$ cat src/sv/vpw_pkg.sv
// vpw_pkg: shared types and constants of the vertex-to-window projection block
// used by vpw_front, vpw_back and vertex_project_to_window; no dependencies
package vpw_pkg;

   // item kinds carried on req_tuser
   typedef enum logic {
      OP_WRITE_COEF = 1'b0,
      OP_PROJECT    = 1'b1
   } opcode_type;

   // configuration register indexes
   localparam logic [1:0] REG_ORIGIN_X = 2'd0;
   localparam logic [1:0] REG_ORIGIN_Y = 2'd1;
   localparam logic [1:0] REG_WIDTH    = 2'd2;
   localparam logic [1:0] REG_HEIGHT   = 2'd3;

   localparam int QUEUE_DEPTH   = 4;
   localparam int STORE_DEPTH   = 32;
   localparam int IN_DATA_BITS  = 136;
   localparam int OUT_DATA_BITS = 96;

   // queue head control seen by the back part
   typedef struct packed {
      logic       valid;
      opcode_type kind;
      logic [4:0] idx;
   } head_ctl_type;

endpackage

$ cat src/sv/vpw_front.sv
// vpw_front: accepts request transfers, saturates the fields to the internal word
// and holds them in a short queue; depends on vpw_pkg
module vpw_front #(
   parameter int W = 32
) (
   input  logic                                clock,
   input  logic                                reset,
   input  logic                                req_tvalid,
   output logic                                req_tready,
   // coef_index[4:0], coef_value[36:5], obj_x[68:37], obj_y[100:69], obj_z[132:101]
   input  logic [vpw_pkg::IN_DATA_BITS-1:0]    req_tdata,
   // opcode[0]
   input  logic                                req_tuser,
   output vpw_pkg::head_ctl_type               head_ctl,
   output logic [W-1:0]                        head_val,
   output logic [W-1:0]                        head_x,
   output logic [W-1:0]                        head_y,
   output logic [W-1:0]                        head_z,
   input  logic                                pop
);
   import vpw_pkg::*;

   localparam int IW = (W > 32) ? W : 32;
   localparam int EW = 6 + 4 * W;
   localparam int PTRW = $clog2(QUEUE_DEPTH);
   localparam int CNTW = $clog2(QUEUE_DEPTH + 1);

   // saturate a 32-bit field into the internal word
   function automatic logic [W-1:0] sat_in(input logic signed [31:0] v);
      logic signed [IW-1:0] e;
      logic signed [IW-1:0] hi;
      e  = IW'(v);
      hi = IW'(signed'({1'b0, {(W-1){1'b1}}}));
      if (e > hi) return {1'b0, {(W-1){1'b1}}};
      if (e < ~hi) return {1'b1, {(W-1){1'b0}}};
      return e[W-1:0];
   endfunction

   logic [EW-1:0]   q_ff [QUEUE_DEPTH];
   logic [PTRW-1:0] wr_ptr_ff, rd_ptr_ff;
   logic [CNTW-1:0] count_ff, count_in;
   logic            push;
   logic [EW-1:0]   entry_in, head;

   assign req_tready = (count_ff < CNTW'(QUEUE_DEPTH));
   assign push = req_tvalid && req_tready;

   // classify and pack the incoming transfer
   assign entry_in = {req_tuser, req_tdata[4:0],
                      sat_in(req_tdata[36:5]), sat_in(req_tdata[68:37]),
                      sat_in(req_tdata[100:69]), sat_in(req_tdata[132:101])};

   always_comb begin
      count_in = count_ff;
      if (push && !pop) count_in = count_ff + CNTW'(1);
      else if (!push && pop) count_in = count_ff - CNTW'(1);
   end

   // queue pointers and count
   always_ff @(posedge clock) begin
      if (reset) begin
         wr_ptr_ff <= '0;
         rd_ptr_ff <= '0;
         count_ff  <= '0;
      end else begin
         if (push) wr_ptr_ff <= wr_ptr_ff + PTRW'(1);
         if (pop) rd_ptr_ff <= rd_ptr_ff + PTRW'(1);
         count_ff <= count_in;
      end
   end

   // queue storage
   always_ff @(posedge clock) begin
      if (push) q_ff[wr_ptr_ff] <= entry_in;
   end

   // head of queue
   assign head           = q_ff[rd_ptr_ff];
   assign head_ctl.valid = (count_ff != '0);
   assign head_ctl.kind  = opcode_type'(head[EW-1]);
   assign head_ctl.idx   = head[EW-2:EW-6];
   assign head_val       = head[4*W-1:3*W];
   assign head_x         = head[3*W-1:2*W];
   assign head_y         = head[2*W-1:W];
   assign head_z         = head[W-1:0];

endmodule

$ cat config.mk
export PLATFORM = sky130hd
export DESIGN_NAME = vpw_front
export DESIGN_NICKNAME = d
export VERILOG_FILES = /design/src/sv/vpw_pkg.sv /design/src/sv/vpw_front.sv
export SDC_FILE = /design/constraint.sdc
export NUM_CORES = 1
export LEC_CHECK = 0
export BUFFER_PORTS_ARGS = -buffer_cell sky130_fd_sc_hd__buf_2
export CAP_MARGIN = 20
export CORE_AREA = 2 2 197 199
export CTS_BUF_LIST = sky130_fd_sc_hd__clkbuf_4
export DETAILED_ROUTE_END_ITERATION = 7
export DIE_AREA = 0 0 199 201
export GPL_TIMING_DRIVEN = 0
export PLACE_DENSITY_LB_ADDON = 0.25
export SYNTH_ARGS = -nofsm -noshare
export SYNTH_HDL_FRONTEND = slang
export SYNTH_SLANG_ARGS = --single-unit
$ cat constraint.sdc
create_clock -name clock -period 4.4 [get_ports clock]
set_input_delay 0.22 -clock clock [delete_from_list [all_inputs] [get_ports clock]]
set_output_delay 0.22 -clock clock [all_outputs]
set_load 0.005 [all_outputs]
==> impl_results.md, run 1 <==
* Status: complete, no violations
* Worst vdd ir at 0.368 mV
* Dpl ws at 2.10 ns
* WHS at 0.0859 ns
* Pre-Repair DR Iteration Count at 6
* CTS Buffer Depth at 3
* Fin nets at between 1000 and 1500
* Post-synthesis register bit count at about 550
* Crit Path Max Fanout at 10
* Routability cong. at just under 0.7
* Sequential share of the synthesized area at 80.5%
* Worst Path Arrival at 2.60 ns
* Rows at 72
* Input/output buffers at 144
* Slew Limit Fails at 0
* Hpwl dp at 22300 microns
* Vias per cell at 5.12
* Max-Cap Viols at 0
* Die W at 199 microns
* FF-to-FF Start: count_ff[2]
* CP peak stage delay at 0.61 ns
* Worst r2r path cells at 4
* Skew final at 0.0535 ns
* Crit. End Element: output port
* Power Density at between 400 and 500 nW/um^2
* Syn Nets at 1021
* Clock Latency Late Sink at between 0.8 and 0.9 ns
* Clock sinks at 545
* Final setup fails at 0
* CTS tree: yes
* Die area at 40000 sq um
* Vias in the first global route at 10904
* Syn_area_per_cell at about 23 sq um
* Clk pin slew, worst setup/hold paths at 0.07 ns
* Vias at 9791
* Hold_buf cts at 137
* Share of post-route cells with drive strength above 1 at a little under two fifths
* Critical Path Slowest Stage Cell: clkbuf_1
* Starting density of the core at 53.1%
* R2R Path End: q_ff[3][125]
* Fmax achieved at 355 MHz
* Gr ovfl total at 0
* First-pass GRT wire length at 59300 microns
* Hold path cells at 5
* Hold Path Sink: wr_ptr_ff[0]
* WL/cell at 20.0 microns
* Fin crit period at 2.82 ns
* Post-synthesis cell type count at 19
* CP Data Required Time at roughly 4.2 ns
* Final WL at 38300 microns
* CP dominant cell by count: buf_2
* R2R setup slack at roughly 2.1 ns
* Synthesized cell area at 20200 sq um
* Initial antenna violation count at 2
* Hold Crit Start: req_tvalid
* Area Growth Syn to Fin at 23.1%
* Gate Count Post-Synth at 874
* Slack of the critical path at 1.58 ns
* Largest net degree at the start of global routing at 58
* Synthesis Warnings at 0
* DRT iter0 DRCs at between 400 and 500
* Final hold violation count at 0
* CTS H-tree depth at 4
* ANT nets after route at 0
* Root Driver: clkbuf_4
* RSZ-0062 raised after global routing: false
* Worst relative slew slack at 45.1%
* Post-CTS sizing at 0
* Crit share post-route at ~64%
* I/O pin cnt at 277
* P_leak at 8.38 nW
* Residual DRC count at 0
* Chip Height at 201 microns
* Worst slew pin tran at approximately 0.82 ns
* Util after Layout at between 60% and 70%
* Postcts setup bufs at 0
* TritonCTS buffer count at 138
* Crit path kind: reg -> out
* Min-delay worst type: in -> reg
* Tot GR Track Use at approximately 20%
* Cells along the critical path: buf_2 > clkbuf_1 > mux4_2 > buf_2
* Core ar. at 38100 sq um
* Critical path startpoint category: flip-flop
==> cells in the final DEF (no fill, tap or decap), types with 4 or more instances in the layout <==
cell / instances
clkinv_1: 24
nor2_1: 7
dfxtp_1: 9
and2_4: 4
dlygate4sd3_1: 137
clkbuf_4: 198
mux4_2: 134
bufinv_16: 4
inv_1: 5
buf_2: 159
edfxtp_1: 536
ha_1: 5
buf_16: 7
clkbuf_1: 137
buf_6: 8
==> area by class of cell <==
cell class	instances	area [sq um]
fillers	2580	13200
clock inverters	32	226
well taps	518	648
inverters	5	18.8
clock buffers	198	1490
plain buffers	160	679
flip-flops and latches	545	16300
diodes	2	5.00
multi-input cells	164	3260
repair buffers	289	2300
==> kinds of logic after synthesis <==
family / share of synthesized area (%)
buffers and inverters: 3.45
DFF: 80.5
AOI/OAI and AO/OA: 0.0495
muxes: 15.0
and+or+nand+nor: 0.365
adders and majority gates: 0.408
xor gates and xnor gates: 0.217
==> how the worst max path moves through the flow <==
stage	start	endpoint	slack (ns)	depth (start not counted)
after floorplan	count_ff[2]	q_ff[1][0]	0.13	3
after global placement	count_ff[2]	q_ff[1][104]	-2.43	3
after detailed placement	count_ff[2]	q_ff[3][108]	2.10	4
after CTS	flip-flop	head_z[17]	1.42	4
after global routing	flip-flop	head_x[15]	1.41	5
final	flip-flop	head_z[26]	1.58	4
==> synthesized netlist by cell type <==
| cell | n | area share (%) |
|---|---|---|
| dfxtp_1 | 9 | 0.89 |
| mux2i_1 | 2 | 0.099 |
| fa_1 | 1 | 0.099 |
| o21ai_0 | 1 | 0.025 |
| nor2_1 | 7 | 0.13 |
| nor2b_1 | 1 | 0.031 |
| mux4_2 | 134 | 15 |
| a21oi_1 | 1 | 0.025 |
| clkbuf_1 | 137 | 2.5 |
| buf_6 | 8 | 0.45 |
| inv_1 | 5 | 0.093 |
| buf_2 | 15 | 0.37 |
| and2_1 | 4 | 0.12 |
| xor2_1 | 3 | 0.13 |
| nand2_1 | 1 | 0.019 |
| ha_1 | 5 | 0.31 |
| or3_1 | 2 | 0.062 |
| edfxtp_1 | 536 | 80 |
| xnor2_1 | 2 | 0.087 |
==> sequential cells by signal, summed over array words and instances (netlist names), named ones only <==
signal and cells:
q_ff 536, count_ff 3, rd_ptr_ff 2, wr_ptr_ff 2
==> layer usage <==
layer	global-route usage (%)	vias up	share of wire [%]
li1	-	4424	-
met3	6.84	48	8.0
met1	25.2	4971	40
met5	0	-	0
met2	32.0	348	50
met4	7.60	0	1.5
==> power by group <==
part | internal [mW] | switching, mW
Combinational | 0.833 | 0.919
Sequential | 6.34 | 0.123
Clock | 2.28 | 1.84
Total | 9.46 | 2.89
==> per-stage QoR <==
step           cells  TNS (ns)  cell area [sq um]  power (mW)
2_1_floorplan    874         0              20200        7.58
3_3_place_gp    1536  -1273.87              21600        8.29
3_5_place_dp    1544         0              21800        8.26
4_1_cts         1911         0              24900        12.5
5_1_grt         1913         0              24900        12.9
6_report        1913         0              24900        12.3
==> worst max-delay path: cells and delay by family, from the launching register on <==
kind | cells | cell delay, ns
buffers and inverters | 3 | 1.05
multiplexers | 1 | 0.43
flip-flops | 1 | 0.30
Power figures use the tool's default switching activity.
==> run 2, diff against run 1 <==
--- a/config.mk
+++ b/config.mk
@@ -7,10 +7,10 @@
 export LEC_CHECK = 0
 export BUFFER_PORTS_ARGS = -buffer_cell sky130_fd_sc_hd__buf_2
 export CAP_MARGIN = 20
-export CORE_AREA = 2 2 197 199
+export CORE_AREA = 2 2 189 191
 export CTS_BUF_LIST = sky130_fd_sc_hd__clkbuf_4
 export DETAILED_ROUTE_END_ITERATION = 7
-export DIE_AREA = 0 0 199 201
+export DIE_AREA = 0 0 191 193
 export GPL_TIMING_DRIVEN = 0
 export PLACE_DENSITY_LB_ADDON = 0.25
 export SYNTH_ARGS = -nofsm -noshare
==> constraint.sdc (replaced) <==
create_clock -name clock -period 2.85 [get_ports clock]
set_input_delay 0.1425 -clock clock [delete_from_list [all_inputs] [get_ports clock]]
set_output_delay 0.1425 -clock clock [all_outputs]
set_load 0.005 [all_outputs]
==> run 2 against run 1 <==
  * Final cell count shrank 2.7%
  * Flip-flop and latch count unchanged
  * Clock-buffer cell count rose by 1
  * Sequential power grew 54%
  * Critical path type unchanged
  * Design area down 0.20%
==> impl_results.md, run 2 (synthesis results as in run 1) <==
* Tot GR Track Use at 21.0% (was 19.9%)
* CP bufs+invs at 4 (was 3)
* Placed inst area at 21700 sq um (was 21800 sq um)
* Delay-heaviest family, CP: buffers and inverters (unchanged)
* Hpwl dp at 21900 microns (was 22300 microns)
* Fin crit period at between 2 and 3 ns
* TritonCTS buffer count at 136 (was 138)
* Max-Cap Viols at 0 (unchanged)
* Postcts setup bufs at 0 (unchanged)
* Largest net degree at the start of global routing at 59 (was 58)
* P_leak at 8.40 nW (was 8.38 nW)
* Critical path startpoint category: flip-flop (unchanged)
* Pre-Repair DR Iteration Count at 4 (was 6)
* Design area at 24900 sq um (about the same)
* Worst vdd ir at 0.590 mV (was 0.368 mV)
* Gr ovfl total at 0 (unchanged)
* WHS at 0.108 ns (was 0.0859 ns)
* Area Growth Syn to Fin at 22.9% (was 23.1%)
* Final WL at 38000 microns (was 38300 microns)
* CP peak stage delay at 0.37 ns (was 0.61 ns)
* Cells along the critical path: buf_2 > buf_2 > buf_2 > mux4_2 > buf_2 (was buf_2 > clkbuf_1 > mux4_2 > buf_2)
* Top routing layer in use: met4 (unchanged)
* Die W at 191 microns (was 199 microns)
* CP Data Required Time at 2.71 ns (was 4.18 ns)
* Crit share post-route at ~93%
* Fin nets at 1450 (unchanged)
* Input/output buffers at 144 (unchanged)
* Die area at 36900 sq um (was 40000 sq um)
* Core ar. at 35000 sq um (was 38100 sq um)
* WL/cell at 20.4 microns (was 20.0 microns)
* Metal2 WL at 19400 microns (was 19300 microns)
* Crit path kind: reg -> out (unchanged)
* DRT iter0 DRCs at 523 (was 472)
* Skew final at 0.0344 ns (was 0.0535 ns)
* Fmax achieved at 377 MHz
* Clock sinks at 545 (unchanged)
* Final setup fails at 0 (unchanged)
* Starting density of the core at 57.8% (was 53.1%)
* Initial antenna violation count at 3 (was 2)
* Max reg flops at 536 (unchanged)
* Vias in the first global route at 10786 (was 10904)
* Clk pin slew, worst setup/hold paths at 0.07 ns (about the same)
* First-pass GRT wire length at 57500 microns (was 59300 microns)
* Dpl cells at 1487 (was 1544)
* R2R setup slack at 0.49 ns (was 2.10 ns)
* Routability cong. at 0.694 (was 0.686)
* Design Power at 19.0 mW (was 12.3 mW)
* Crit. End Element: output port (unchanged)
* Biggest regs: q_ff: 536 flops, count_ff: 3 flops (unchanged)
* Residual DRC count at 0 (unchanged)
* M1 WL at 15000 microns (was 15300 microns)
* Chip Height at 193 microns (was 201 microns)
* Clock Latency Late Sink at 0.78 ns (was 0.81 ns)
* Util after Layout at 71.1% (was 65.4%)
* Crit Path Max Fanout at 10 (unchanged)
* Vias at 9923 (was 9791)
* CTS H-tree depth at 4 (unchanged)
* I/O pin cnt at 277 (unchanged)
* Worst slew pin tran at 0.720 ns (was 0.824 ns)
* RSZ-0062 raised after global routing: false (unchanged)
* Critical Path Slowest Stage Cell: mux4_2 (was clkbuf_1)
* Slew Limit Fails at 0 (unchanged)
* Commonest non-fill, non-tap cell in the layout: edfxtp_1 (unchanged)
* CP dominant cell by count: buf_2 (unchanged)
* Final setup TNS at 0 ns (unchanged)
* Worst Path Arrival at 2.51 ns (was 2.60 ns)
* Share of post-route cells with drive strength above 1 at 37.5% (was 37.3%)
* Final hold violation count at 0 (unchanged)
* Power Density at 765 nW/um^2 (was 496 nW/um^2)
* CTS Buffer Depth at 3 (unchanged)
* Min-delay worst type: in -> reg (unchanged)
* Root Driver: clkbuf_4 (unchanged)
* Rows at 69 (was 72)
* CTS tree: yes (unchanged)
* Routed wl met3 at 3010 microns (was 3060 microns)
* Slack of the critical path at 0.196 ns (was 1.58 ns)
* Largest Register: q_ff (unchanged)
* ANT nets after route at 0 (unchanged)
* Vias per cell at 5.33 (was 5.12)
* Worst relative slew slack at 52.0% (was 45.1%)
* Final non-filler cell total at 1862 (was 1913)
* Most frequent cells in the layout: 536 x edfxtp_1, 199 x clkbuf_4, 159 x buf_2, 139 x dlygate4sd3_1, 137 x clkbuf_1 (was 536 x edfxtp_1, 198 x clkbuf_4, 159 x buf_2, 137 x clkbuf_1, 137 x dlygate4sd3_1)
* Dpl ws at 0.605 ns (was 2.10 ns)
* Status: complete, no violations (unchanged)
run 2: repair_timing:
item                                    4_1_cts  5_1_grt
endpoints found under the hold margin       545        0
hold buffers                                139        0
endpoints found under the setup margin        0        0
resized for setup                             0        0
run 2: metal layers:
layer	vias to the layer above	track usage (%)
li1	4432	-
met1	5070	26.5
met2	372	34.2
met3	49	6.81
met4	0	8.74
met5	-	0
run 2: cell type report:
cell class,count,area (sq um)
Sequential cell,545,16300
Fill cell,2150,10100
Multi-Input combinational cell,164,3260
Timing Repair Buffer,291,2330
Clock buffer,199,1490
Buffer,160,679
Tap cell,461,577
Clock inverter,34,210
Inverter,5,18.8
Antenna cell,3,7.51
run 2: power breakdown:
group	leakage [nW]	total, mW	switching, mW	internal, mW
clock network	1.03	6.31	2.85	3.46
logic	2.40	2.71	1.41	1.30
registers	4.98	9.99	0.197	9.79
total	8.40	19.0	4.46	14.5
run 2: worst register-to-register path, delay by kind of cell (launching register included):
kind	cells	cell delay [ns]
AOI/OAI and AO/OA	1	0.16
xor gates and xnor gates	1	0.17
adders and majority gates	2	0.65
buffers and inverters	2	0.44
DFF	1	0.35
and+or+nand+nor	2	0.52
run 2: final timing paths:
kind	startpoint	to	cells past startpoint
worst max-delay path	flip-flop	head_val[29]	5
worst min-delay path	req_tdata[1]	q_ff[0][129]	2
worst max register to register	count_ff[2]	count_ff[2]	8
worst min register to register	rd_ptr_ff[1]	flip-flop	2
